[src/rtl/core/srit_pkg.sv]
// Shared constants, types and codes for the sorted record insertion table.
`default_nettype none
package srit_pkg;

  localparam int DEPTH       = 64;
  localparam int KEY_WIDTH   = 16;
  localparam int KEY_FIELD_W = 16;
  localparam int SCORE_W     = 10;
  localparam int KEY_W       = (KEY_WIDTH < KEY_FIELD_W) ? KEY_WIDTH : KEY_FIELD_W;
  localparam int REC_W       = KEY_W + 2 * SCORE_W;
  localparam int ADDR_W      = $clog2(DEPTH);
  localparam int CNT_W       = $clog2(DEPTH + 1);

  typedef enum logic [1:0] {
    STAT_OK   = 2'd0,
    STAT_FULL = 2'd1,
    STAT_READ = 2'd2
  } status_code_t;

  typedef enum logic {
    OP_INSERT = 1'b0,
    OP_READ   = 1'b1
  } op_t;

  typedef enum logic [2:0] {
    ST_IDLE,
    ST_INS_RD,
    ST_INS_CMP,
    ST_INS_WR,
    ST_FULL,
    ST_EMPTY,
    ST_RD_ADDR,
    ST_RD_DATA
  } state_t;

  typedef struct packed {
    logic         take;
    logic         shift;
    logic         place;
    logic         step;
    logic         load;
    status_code_t code;
    logic         rec_sel;
  } cmd_t;

  typedef struct packed {
    logic full;
    logic empty;
    logic key_gt;
    logic pos_one;
    logic last_rec;
    logic out_free;
  } sts_t;

endpackage
`default_nettype wire

[src/rtl/core/srit_ram.sv]
// Generic single write port RAM with registered read.
`default_nettype none
module srit_ram #(
  parameter int WIDTH = 8,
  parameter int DEPTH = 16
) (
  input  wire logic                     clk,
  input  wire logic                     we,
  input  wire logic [$clog2(DEPTH)-1:0] waddr,
  input  wire logic [WIDTH-1:0]         wdata,
  input  wire logic [$clog2(DEPTH)-1:0] raddr,
  output logic      [WIDTH-1:0]         rdata
);

  logic [WIDTH-1:0] mem [DEPTH];

  always_ff @(posedge clk) begin
    if (we) begin
      mem[waddr] <= wdata;
    end
    rdata <= mem[raddr];
  end

endmodule
`default_nettype wire

[src/rtl/core/srit_datapath.sv]
// Datapath: record store, count, index, latched beat and result register.
`default_nettype none
module srit_datapath (
  input  wire logic                       clk,
  input  wire logic                       rst,
  input  wire srit_pkg::cmd_t             cmd,
  output srit_pkg::sts_t                  sts,
  input  wire logic                       operation,
  input  wire logic [srit_pkg::KEY_FIELD_W-1:0] key_id,
  input  wire logic [srit_pkg::SCORE_W-1:0]     score_a,
  input  wire logic [srit_pkg::SCORE_W-1:0]     score_b,
  output logic                            res_valid,
  input  wire logic                       res_stall,
  output logic [1:0]                      status,
  output logic [srit_pkg::KEY_FIELD_W-1:0] out_key,
  output logic [srit_pkg::SCORE_W-1:0]    out_score_a,
  output logic [srit_pkg::SCORE_W-1:0]    out_score_b,
  output logic                            out_valid,
  output logic                            last
);

  logic [srit_pkg::CNT_W-1:0]   count;
  logic [srit_pkg::ADDR_W-1:0]  idx;
  logic                         op_read;
  logic [srit_pkg::REC_W-1:0]   new_rec;
  logic [srit_pkg::REC_W-1:0]   rdata;
  logic [srit_pkg::ADDR_W-1:0]  raddr;
  logic [srit_pkg::REC_W-1:0]   wdata;
  logic                         we;
  logic [srit_pkg::KEY_W-1:0]   rd_key;
  logic [srit_pkg::KEY_W-1:0]   new_key;
  logic [srit_pkg::SCORE_W-1:0] rd_sa;
  logic [srit_pkg::SCORE_W-1:0] rd_sb;

  assign rd_key  = rdata[srit_pkg::REC_W-1 -: srit_pkg::KEY_W];
  assign rd_sa   = rdata[2*srit_pkg::SCORE_W-1 -: srit_pkg::SCORE_W];
  assign rd_sb   = rdata[srit_pkg::SCORE_W-1:0];
  assign new_key = new_rec[srit_pkg::REC_W-1 -: srit_pkg::KEY_W];

  assign raddr = op_read ? idx : idx - srit_pkg::ADDR_W'(1);
  assign we    = cmd.shift | cmd.place;
  assign wdata = cmd.shift ? rdata : new_rec;

  srit_ram #(
    .WIDTH (srit_pkg::REC_W),
    .DEPTH (srit_pkg::DEPTH)
  ) u_store (
    .clk   (clk),
    .we    (we),
    .waddr (idx),
    .wdata (wdata),
    .raddr (raddr),
    .rdata (rdata)
  );

  always_comb begin
    sts.full     = (count == srit_pkg::CNT_W'(srit_pkg::DEPTH));
    sts.empty    = (count == '0);
    sts.key_gt   = (rd_key > new_key);
    sts.pos_one  = (idx == srit_pkg::ADDR_W'(1));
    sts.last_rec = ((srit_pkg::CNT_W'(idx) + srit_pkg::CNT_W'(1)) == count);
    sts.out_free = !res_valid || !res_stall;
  end

  always_ff @(posedge clk) begin
    if (rst) begin
      count     <= '0;
      res_valid <= 1'b0;
    end else begin
      if (cmd.place) begin
        count <= count + srit_pkg::CNT_W'(1);
      end
      if (cmd.load) begin
        res_valid <= 1'b1;
      end else if (!res_stall) begin
        res_valid <= 1'b0;
      end
    end
  end

  always_ff @(posedge clk) begin
    if (cmd.take) begin
      op_read <= operation;
      new_rec <= {key_id[srit_pkg::KEY_W-1:0], score_a, score_b};
      idx     <= operation ? '0 : srit_pkg::ADDR_W'(count);
    end else if (cmd.shift) begin
      idx <= idx - srit_pkg::ADDR_W'(1);
    end else if (cmd.step) begin
      idx <= idx + srit_pkg::ADDR_W'(1);
    end
    if (cmd.load) begin
      status      <= cmd.code;
      out_key     <= cmd.rec_sel ? srit_pkg::KEY_FIELD_W'(rd_key) : '0;
      out_score_a <= cmd.rec_sel ? rd_sa : '0;
      out_score_b <= cmd.rec_sel ? rd_sb : '0;
      out_valid   <= cmd.rec_sel;
      last        <= cmd.rec_sel ? sts.last_rec : 1'b1;
    end
  end

  a_count_range: assert property (@(posedge clk) disable iff (rst)
    count <= srit_pkg::CNT_W'(srit_pkg::DEPTH))
    else $error("record count above depth");

  a_no_overwrite: assert property (@(posedge clk) disable iff (rst)
    cmd.load |-> sts.out_free)
    else $error("result register overwritten while pending");

  a_shift_pos: assert property (@(posedge clk) disable iff (rst)
    cmd.shift |-> (idx != '0 && !cmd.place))
    else $error("shift at slot zero or with place");

  a_place_count: assert property (@(posedge clk) disable iff (rst)
    cmd.place |=> count == $past(count) + srit_pkg::CNT_W'(1))
    else $error("count not advanced on insert");

endmodule
`default_nettype wire

[src/rtl/core/srit_ctrl.sv]
// Controller: sequences insert shifting and ordered readout.
`default_nettype none
module srit_ctrl (
  input  wire logic           clk,
  input  wire logic           rst,
  input  wire logic           in_valid,
  output logic                in_stall,
  input  wire logic           operation,
  input  wire srit_pkg::sts_t sts,
  output srit_pkg::cmd_t      cmd
);

  srit_pkg::state_t state;
  srit_pkg::state_t state_next;
  logic             take;

  assign in_stall = (state != srit_pkg::ST_IDLE);
  assign take     = in_valid && !in_stall;

  always_ff @(posedge clk) begin
    if (rst) begin
      state <= srit_pkg::ST_IDLE;
    end else begin
      state <= state_next;
    end
  end

  always_comb begin
    state_next = state;
    unique case (state)
      srit_pkg::ST_IDLE: begin
        if (take) begin
          if (operation == srit_pkg::OP_READ) begin
            state_next = sts.empty ? srit_pkg::ST_EMPTY : srit_pkg::ST_RD_ADDR;
          end else if (sts.full) begin
            state_next = srit_pkg::ST_FULL;
          end else begin
            state_next = sts.empty ? srit_pkg::ST_INS_WR : srit_pkg::ST_INS_RD;
          end
        end
      end
      srit_pkg::ST_INS_RD: state_next = srit_pkg::ST_INS_CMP;
      srit_pkg::ST_INS_CMP: begin
        if (sts.key_gt && !sts.pos_one) begin
          state_next = srit_pkg::ST_INS_RD;
        end else begin
          state_next = srit_pkg::ST_INS_WR;
        end
      end
      srit_pkg::ST_INS_WR,
      srit_pkg::ST_FULL,
      srit_pkg::ST_EMPTY: begin
        if (sts.out_free) state_next = srit_pkg::ST_IDLE;
      end
      srit_pkg::ST_RD_ADDR: state_next = srit_pkg::ST_RD_DATA;
      srit_pkg::ST_RD_DATA: begin
        if (sts.out_free) begin
          state_next = sts.last_rec ? srit_pkg::ST_IDLE : srit_pkg::ST_RD_ADDR;
        end
      end
      default: state_next = srit_pkg::ST_IDLE;
    endcase
  end

  always_comb begin
    cmd         = '0;
    cmd.code    = srit_pkg::STAT_OK;
    cmd.take    = take;
    unique case (state)
      srit_pkg::ST_IDLE: ;
      srit_pkg::ST_INS_RD: ;
      srit_pkg::ST_INS_CMP: cmd.shift = sts.key_gt;
      srit_pkg::ST_INS_WR: begin
        cmd.place = sts.out_free;
        cmd.load  = sts.out_free;
        cmd.code  = srit_pkg::STAT_OK;
      end
      srit_pkg::ST_FULL: begin
        cmd.load = sts.out_free;
        cmd.code = srit_pkg::STAT_FULL;
      end
      srit_pkg::ST_EMPTY: begin
        cmd.load = sts.out_free;
        cmd.code = srit_pkg::STAT_READ;
      end
      srit_pkg::ST_RD_ADDR: ;
      srit_pkg::ST_RD_DATA: begin
        cmd.load    = sts.out_free;
        cmd.step    = sts.out_free && !sts.last_rec;
        cmd.code    = srit_pkg::STAT_READ;
        cmd.rec_sel = 1'b1;
      end
      default: ;
    endcase
  end

  a_take_idle: assert property (@(posedge clk) disable iff (rst)
    cmd.take |-> state == srit_pkg::ST_IDLE)
    else $error("beat taken outside idle");

  a_shift_after_rd: assert property (@(posedge clk) disable iff (rst)
    cmd.shift |-> $past(state) == srit_pkg::ST_INS_RD)
    else $error("shift without a preceding store read");

  a_busy_after_take: assert property (@(posedge clk) disable iff (rst)
    cmd.take |=> in_stall)
    else $error("accepted beat did not leave idle");

endmodule
`default_nettype wire

[src/rtl/core/sorted_record_insertion_table_unit.sv]
// Top level of the sorted record insertion table.
//
//  channel | valid     | stall     | fields
//  --------+-----------+-----------+----------------------------------------------------------
//  in      | in_valid  | in_stall  | operation, key_id, score_a, score_b
//  result  | res_valid | res_stall | status, out_key, out_score_a, out_score_b, out_valid, last
//
// One beat is in work at a time; in_stall is high while busy.
// Insert: each record with a greater key is shifted up a slot (store read, compare and write back),
// then the new record is written; an empty table takes it at once and a full table reports full.
// Readout: the records stream out in key order through the registered store read.
// A result register lets a new beat in while the last result waits; res_stall delays loads.
// Reset clears the record count; the store is not cleared.
`default_nettype none
module sorted_record_insertion_table_unit (
  input  wire logic                             clk,
  input  wire logic                             rst,
  input  wire logic                             in_valid,
  output logic                                  in_stall,
  input  wire logic                             operation,
  input  wire logic [srit_pkg::KEY_FIELD_W-1:0] key_id,
  input  wire logic [srit_pkg::SCORE_W-1:0]     score_a,
  input  wire logic [srit_pkg::SCORE_W-1:0]     score_b,
  output logic                                  res_valid,
  input  wire logic                             res_stall,
  output logic [1:0]                            status,
  output logic [srit_pkg::KEY_FIELD_W-1:0]      out_key,
  output logic [srit_pkg::SCORE_W-1:0]          out_score_a,
  output logic [srit_pkg::SCORE_W-1:0]          out_score_b,
  output logic                                  out_valid,
  output logic                                  last
);

  srit_pkg::cmd_t cmd;
  srit_pkg::sts_t sts;

  srit_ctrl u_ctrl (
    .clk       (clk),
    .rst       (rst),
    .in_valid  (in_valid),
    .in_stall  (in_stall),
    .operation (operation),
    .sts       (sts),
    .cmd       (cmd)
  );

  srit_datapath u_dp (
    .clk         (clk),
    .rst         (rst),
    .cmd         (cmd),
    .sts         (sts),
    .operation   (operation),
    .key_id      (key_id),
    .score_a     (score_a),
    .score_b     (score_b),
    .res_valid   (res_valid),
    .res_stall   (res_stall),
    .status      (status),
    .out_key     (out_key),
    .out_score_a (out_score_a),
    .out_score_b (out_score_b),
    .out_valid   (out_valid),
    .last        (last)
  );

endmodule
`default_nettype wire

[config.mk]
export PLATFORM = sky130hd
export DESIGN_NAME = sorted_record_insertion_table_unit
export DESIGN_NICKNAME = d
export VERILOG_FILES = /design/src/rtl/core/srit_pkg.sv /design/src/rtl/core/srit_ram.sv /design/src/rtl/core/srit_datapath.sv /design/src/rtl/core/srit_ctrl.sv /design/src/rtl/core/sorted_record_insertion_table_unit.sv
export SDC_FILE = /design/constraint.sdc
export NUM_CORES = 2
export LEC_CHECK = 0
export BUFFER_PORTS_ARGS = -buffer_cell sky130_fd_sc_hd__clkbuf_2
export CORE_MARGIN = 2
export CORE_UTILIZATION = 60
export CTS_CLUSTER_DIAMETER = 50
export DETAILED_ROUTE_END_ITERATION = 8
export PLACE_DENSITY = 0.8
export SLEW_MARGIN = 10
export SYNTH_ARGS = -nofsm -noshare
export SYNTH_HDL_FRONTEND = slang
export SYNTH_SLANG_ARGS = --single-unit
[constraint.sdc]
create_clock -name clk -period 5.9 [get_ports clk]
set_input_delay 0.295 -clock clk [delete_from_list [all_inputs] [get_ports clk]]
set_output_delay 0.295 -clock clk [all_outputs]
set_load 0.01 [all_outputs]
* Word-level counts from Yosys, hierarchy flattened
Memories as Yosys holds them, arrays and structs flattened. A register that Yosys moved wholly into a read port is not among the register bits.
Cells that the tools add are included.
W data, S select, Z words.
** Operators by class
- Add/subtract/negate cells :: 4
- Order comparisons :: 1
- Equal/unequal tests :: 14
- Muxes and demuxes :: 25
- Bitwise operators :: 1
- Reduce and logical (&&, ||, !) cells :: 16
** Operator list (number)
- $mux W36 :: 1
- $mux W6 :: 5
- $mux W3 :: 6
- $pmux W3 S6 :: 1
- $gt A16 B16 Y1 :: 1
- $eq A3 B3 Y1 const B :: 4
- $pmux W3 S3 :: 1
- $mux W1 :: 8
- $ne A2 B1 Y1 const B :: 4
- $add A6 B1 Y7 const B :: 1
- $add A7 B1 Y7 const B :: 1
- $eq A7 B7 Y1 :: 1
- $eq A7 B7 Y1 const B :: 1
- $logic_not A7 Y1 :: 1
- $add A6 B1 Y6 const B :: 1
- $eq A3 B2 Y1 const B :: 2
- $eq A6 B1 Y1 const B :: 1
- $mux W2 :: 3
- $reduce_bool A3 Y1 :: 2
- $sub A6 B1 Y6 const B :: 1
- $logic_not A1 Y1 :: 5
- $eq A3 B1 Y1 const B :: 1
- $logic_and A1 B1 Y1 :: 3
- $logic_not A3 Y1 :: 1
- other kinds (5) :: 5
** Word-level totals
- Bits in registers :: 94
- Bits in writable memories :: 2304
- Bits of input ports :: 41
- Logic and storage cells :: 74
- Memories :: 1
** Memories
- u_dp.u_store.mem :: depth 64, bits a word 36, rd ports 1, clocked after memory_dff 1, wr ports 1, RTL line srit_ram.sv:15 : logic [WIDTH-1:0] mem [DEPTH];

* Depth between registers and ports, before layout
- Depth in word-level cells :: 8
- Depth in mapped cells :: 18
- Gate-level depth less buffers :: 9

* Hierarchy
A second synthesis with hierarchy kept.
** Second synthesis, totals
- Cells, all modules :: 4182
- Area, all modules :: 92782.7 sq um
** Modules (own cells, without submodules)
- srit_ram :: instances 1, cells an instance 3780, area each 87973.1 sq um, seq. area each 69907.0 sq um
- srit_datapath :: instances 1, cells an instance 354, area each 4461.8 sq um, seq. area each 2652.5 sq um
- srit_ctrl :: instances 1, cells an instance 48, area each 347.8 sq um, seq. area each 60.1 sq um

* Least setup slack after synthesis
OpenSTA, ideal clock, no wires.
- Path kind :: reg2reg
- Start point :: register u_dp.new_rec[27] in the netlist's numbering
- End point :: memory u_dp.u_store.mem[0][21] in the netlist's numbering (data pin)
- Arrival time :: 4.717 ns
- Slack :: 0.481 ns
- Stages on the path, launching flop included :: 12
- Cells stage by stage :: edfxtp_1 inv_1 ha_1 a21oi_1 a311oi_1 a211o_1 a211o_1 and2_1 clkbuf_1 clkbuf_1 clkbuf_1 o21ai_0
** Between the ends
- Word-level cells in the longest chain between the ends :: 3
** Ends and longest elaborated chain
- start: declaration :: RTL line srit_datapath.sv:25 : logic [srit_pkg::REC_W-1:0] new_rec;
- start signal: assignment :: RTL line srit_datapath.sv:84 : new_rec <= {key_id[srit_pkg::KEY_W-1:0], score_a, score_b};
- $gt A16 B16 Y1 :: RTL line srit_datapath.sv:59 : sts.key_gt = (rd_key > new_key);
- $mux W1 :: RTL line srit_ctrl.sv:69 : unique case (state)
- $mux W36 :: RTL line srit_datapath.sv:42 : assign wdata = cmd.shift ? rdata : new_rec;
- named net u_dp.u_store.wdata[21] :: RTL line srit_ram.sv:10 : input wire logic [WIDTH-1:0] wdata,
- end: declaration :: RTL line srit_ram.sv:15
The timed path passes the listed nets, and every way through them passes these cells.

* Worst setup path in the final report
- Start point :: register u_dp.idx[2] in the netlist's numbering
- End point :: register u_dp.u_store.rdata[16], read port of u_dp.u_store.mem
** Between the ends
- Word-level cells in the longest chain between the ends :: 2
** Ends and longest elaborated chain
- start: declaration :: RTL line srit_datapath.sv:23 : logic [srit_pkg::ADDR_W-1:0] idx;
- start signal: assignment :: RTL line srit_datapath.sv:85 : idx <= operation ? '0 : srit_pkg::ADDR_W'(count);
- start signal: assignment :: RTL line srit_datapath.sv:87 : idx <= idx - srit_pkg::ADDR_W'(1);
- start signal: assignment :: RTL line srit_datapath.sv:89 : idx <= idx + srit_pkg::ADDR_W'(1);
- $sub A6 B1 Y6 :: RTL line srit_datapath.sv:40 : assign raddr = op_read ? idx : idx - srit_pkg::ADDR_W'(1);
- $mux W6 (*) :: RTL line srit_datapath.sv:40
- end: declaration :: RTL line srit_ram.sv:12 : output logic [WIDTH-1:0] rdata
Every way passes the cells marked *; elsewhere a longest branch is shown, timed or not.
A chain may end at the register's enable or synchronous reset.

==> flow_summary.toml <==
[worst_setup_path]
r2r-start = "u_dp.idx[2]"
crit-reg2reg-capture = "u_dp.u_store.rdata[16]"
arrival_ns = 5.70
r2r_slack_ns = 1.01
cp_max_fo = 27
start_kind = "register"
cp.required_ns = 6.71
r2r_cells = 10
critPathCaptureType = "register"
critPathKind = "register to register"

[detailed_routing]
wl_per_cell_um = 32.5
drt-met1-wl_um = 112000
first_pass_iters = 7
wl_met3_um = 43200
vias = 71991
topRoutingLayerUsed = "met5"
routed_wl_um = 323000
first_iter_violations = 11187
post-route-drc-count = 0
final_antenna_net_count = 0
vias_per_cell = 7.24
met2WireLength_um = 148000

[clock_network]
root_buffer = "clkbuf_16"
clock_path_buffers = 3
cts_buffers = 238
h-tree-depth = 4
cts.sinks = 2434
cts_resized = 0
cts_setup_buffers = 0
clock_latency_ns = 0.89
cts_hold_buf = 40
cts_tree = "done"
clk_pin_slew_ns = 0.06

[global_routing]
grt_use_total_pct = 33.0
overflow = 0
grt_pass1_vias = 71244
antenna_found_initial = 18
grt_pass1_wl_um = 466000
grt_max_degree = 192

[finish]
nNetsFinal = 7283
final_cell_mix = "edfxtp_1, mux2i_1, a21oi_1"
final_core_utilization_pct = 66.7
syn_to_final_growth_pct = 10.8
final_common_cell = "edfxtp_1"
finalInstanceArea_um2 = 127000
drive_gt1_share_pct = 18.1
n_antenna_cell = 0

[synthesis]
synth_seq_cells = 2434
synthesis.nets = 7290
ys_warn_count = 0
ys_seq_area_share_pct = 63.5
syn_area_per_cell_um2 = 15.8
synthCells = 7228
synth-edff-count = 2387
yosys.cell_types.count = 69
synth_ff_type = "edfxtp_1"
async_flop_share_pct = 0
netlist_area_um2 = 114000

[placement]
place.gp.congestion = 0.918
dpl.hpwl_um = 187000
postPlaceCellArea_um2 = 119000
post-place-ws_ns = 1.22
portBuffers = 82

[power]
comb_power_share_pct = 48.8
p_per_area_nw_per_um2 = 576
p_leak_nw = 41.9
irDropWorstVdd_uv = 682
clockPowerShare_pct = 20.5
p_switching_mw = 29.7
p_sw_share_pct = 40.8
seqPwrFrac_pct = 30.7
p_int_mw = 43.2

[timing]
drv_slew = 0
max_freq_ghz = 0.205
final_hold_viol_count = 0
fin_crit_ns = 4.89
tns_ns = 0
worstMarginPinSlew_ns = 1.27
hold_slack_ns = 0.127
setup_viol = 0
layout_setup_ws_ns = 1.01
rsz0062_at_grt = "no"
max_slew_margin_pct = 15.6
period_share_pct = 82.9
skew_ns = 0.0390

[outcome]
outcome = "finished, final reports clean"

[die]
die_h_um = 440
rows = 160
die_area_um2 = 194000
fp.coreArea_um2 = 190000
die_x_um = 440
pin_count = 83
start_util_pct = 60.2

[min_path]
whs_path_depth = 4
min_to = "u_ctrl.state[1]"
min-delay-start = "in_valid"
min_path_type = "input pin to register"

[flow_run]
maxCapViolCount = 0
==> how the worst max path moves through the flow <==
| stage | start | cells after the start | to |
|---|---|---|---|
| 2_1_floorplan | u_dp.new_rec[27] | 11 | u_dp.u_store.mem[0][21] |
| 3_3_place_gp | u_dp.idx[2] | 10 | u_dp.u_store.rdata[16] |
| 3_5_place_dp | u_dp.idx[2] | 10 | u_dp.u_store.rdata[16] |
| 4_1_cts | u_dp.idx[2] | 10 | u_dp.u_store.rdata[16] |
| 5_1_grt | u_dp.idx[2] | 10 | u_dp.u_store.rdata[16] |
| 6_report | u_dp.idx[2] | 10 | u_dp.u_store.rdata[16] |
==> kinds of logic (layout without fill, tap and decap cells) <==
kind of cell / count (synthesis) / count (layout) / share of synthesized area [%]
flops: 2434 / 2434 / 63.5
mux: 1625 / 1625 / 20.3
compound gates: 1565 / 1565 / 9.09
simple gates: 938 / 938 / 4.40
buf+inv: 626 / 825 / 2.30
fa+ha+maj: 21 / 21 / 0.230
xor+xnor: 19 / 19 / 0.169
==> metrics by stage <==
stage | instances | total power, mW
after floorplan | 7228 | 46.0
after global placement | 9449 | 56.1
after detailed placement | 9451 | 57.2
after CTS | 9937 | 72.1
after global routing | 9938 | 75.1
final | 9938 | 72.9
==> power by group through the flow <==
stage	sequential, mW	clock [mW]	combinational, mW
final	22.4	14.9	35.6
after global placement	22.7	0	33.4
after floorplan	22.6	0	23.4
after global routing	22.4	15.6	37.1
after detailed placement	22.7	0	34.5
after CTS	22.4	15.0	34.8
==> cell type report <==
type                       count  area (µm²)
sequential                  2434       72600
clock inverter               127        1160
tap                         2511        3140
multi-input combinational   4168       40000
timing repair buffer         352        3140
fill                       12083       63200
clock buffer                 319        6490
inverter                      27         101
==> flip-flops by register name, summed over array words and instances, names as in the netlist, 3 cells and up <==
name                flops
u_dp.new_rec           36
u_dp.out_score_a       10
u_dp.out_key           16
u_dp.u_store.rdata     36
u_dp.idx                6
u_dp.u_store.mem     2304
u_ctrl.state            3
u_dp.out_score_b       10
u_dp.count              7
==> cell usage after synthesis (15+ instances only) <==
library cell,instances,area [µm²]
buf_4,15,113
ha_1,21,263
clkbuf_1,315,1180
nor2b_1,457,2860
dfxtp_1,47,941
a221oi_1,102,893
nor2_1,94,353
mux2i_1,1065,10700
buf_2,181,906
o22ai_1,71,444
o21ai_0,26,130
inv_1,26,97.6
edfxtp_1,2387,71700
a21oi_1,566,2830
and2_1,40,250
mux4_2,552,12400
o31a_1,32,280
nand2_1,211,792
buf_1,88,330
a22oi_1,235,1760
a211oi_1,476,3570
nand3_1,80,400
==> routing by layer <==
| layer | vias up | global-route usage, % |
|---|---|---|
| met5 | - | 0 |
| met3 | 891 | 8.26 |
| met4 | 10 | 18.1 |
| li1 | 29481 | - |
| met1 | 36480 | 43.6 |
| met2 | 5129 | 50.8 |
==> worst max-delay path, cell delays in order, from the launching register on <==
cell and delay [ns]:
edfxtp_1 0.84, inv_1 0.38, xnor2_2 0.23, buf_4 0.21, nor2_4 0.82, buf_4 0.45
buf_4 0.27, a22oi_1 0.09, a21oi_1 0.88, a22oi_1 0.40, nand3_1 0.21
(Power assumes the default switching activity.)
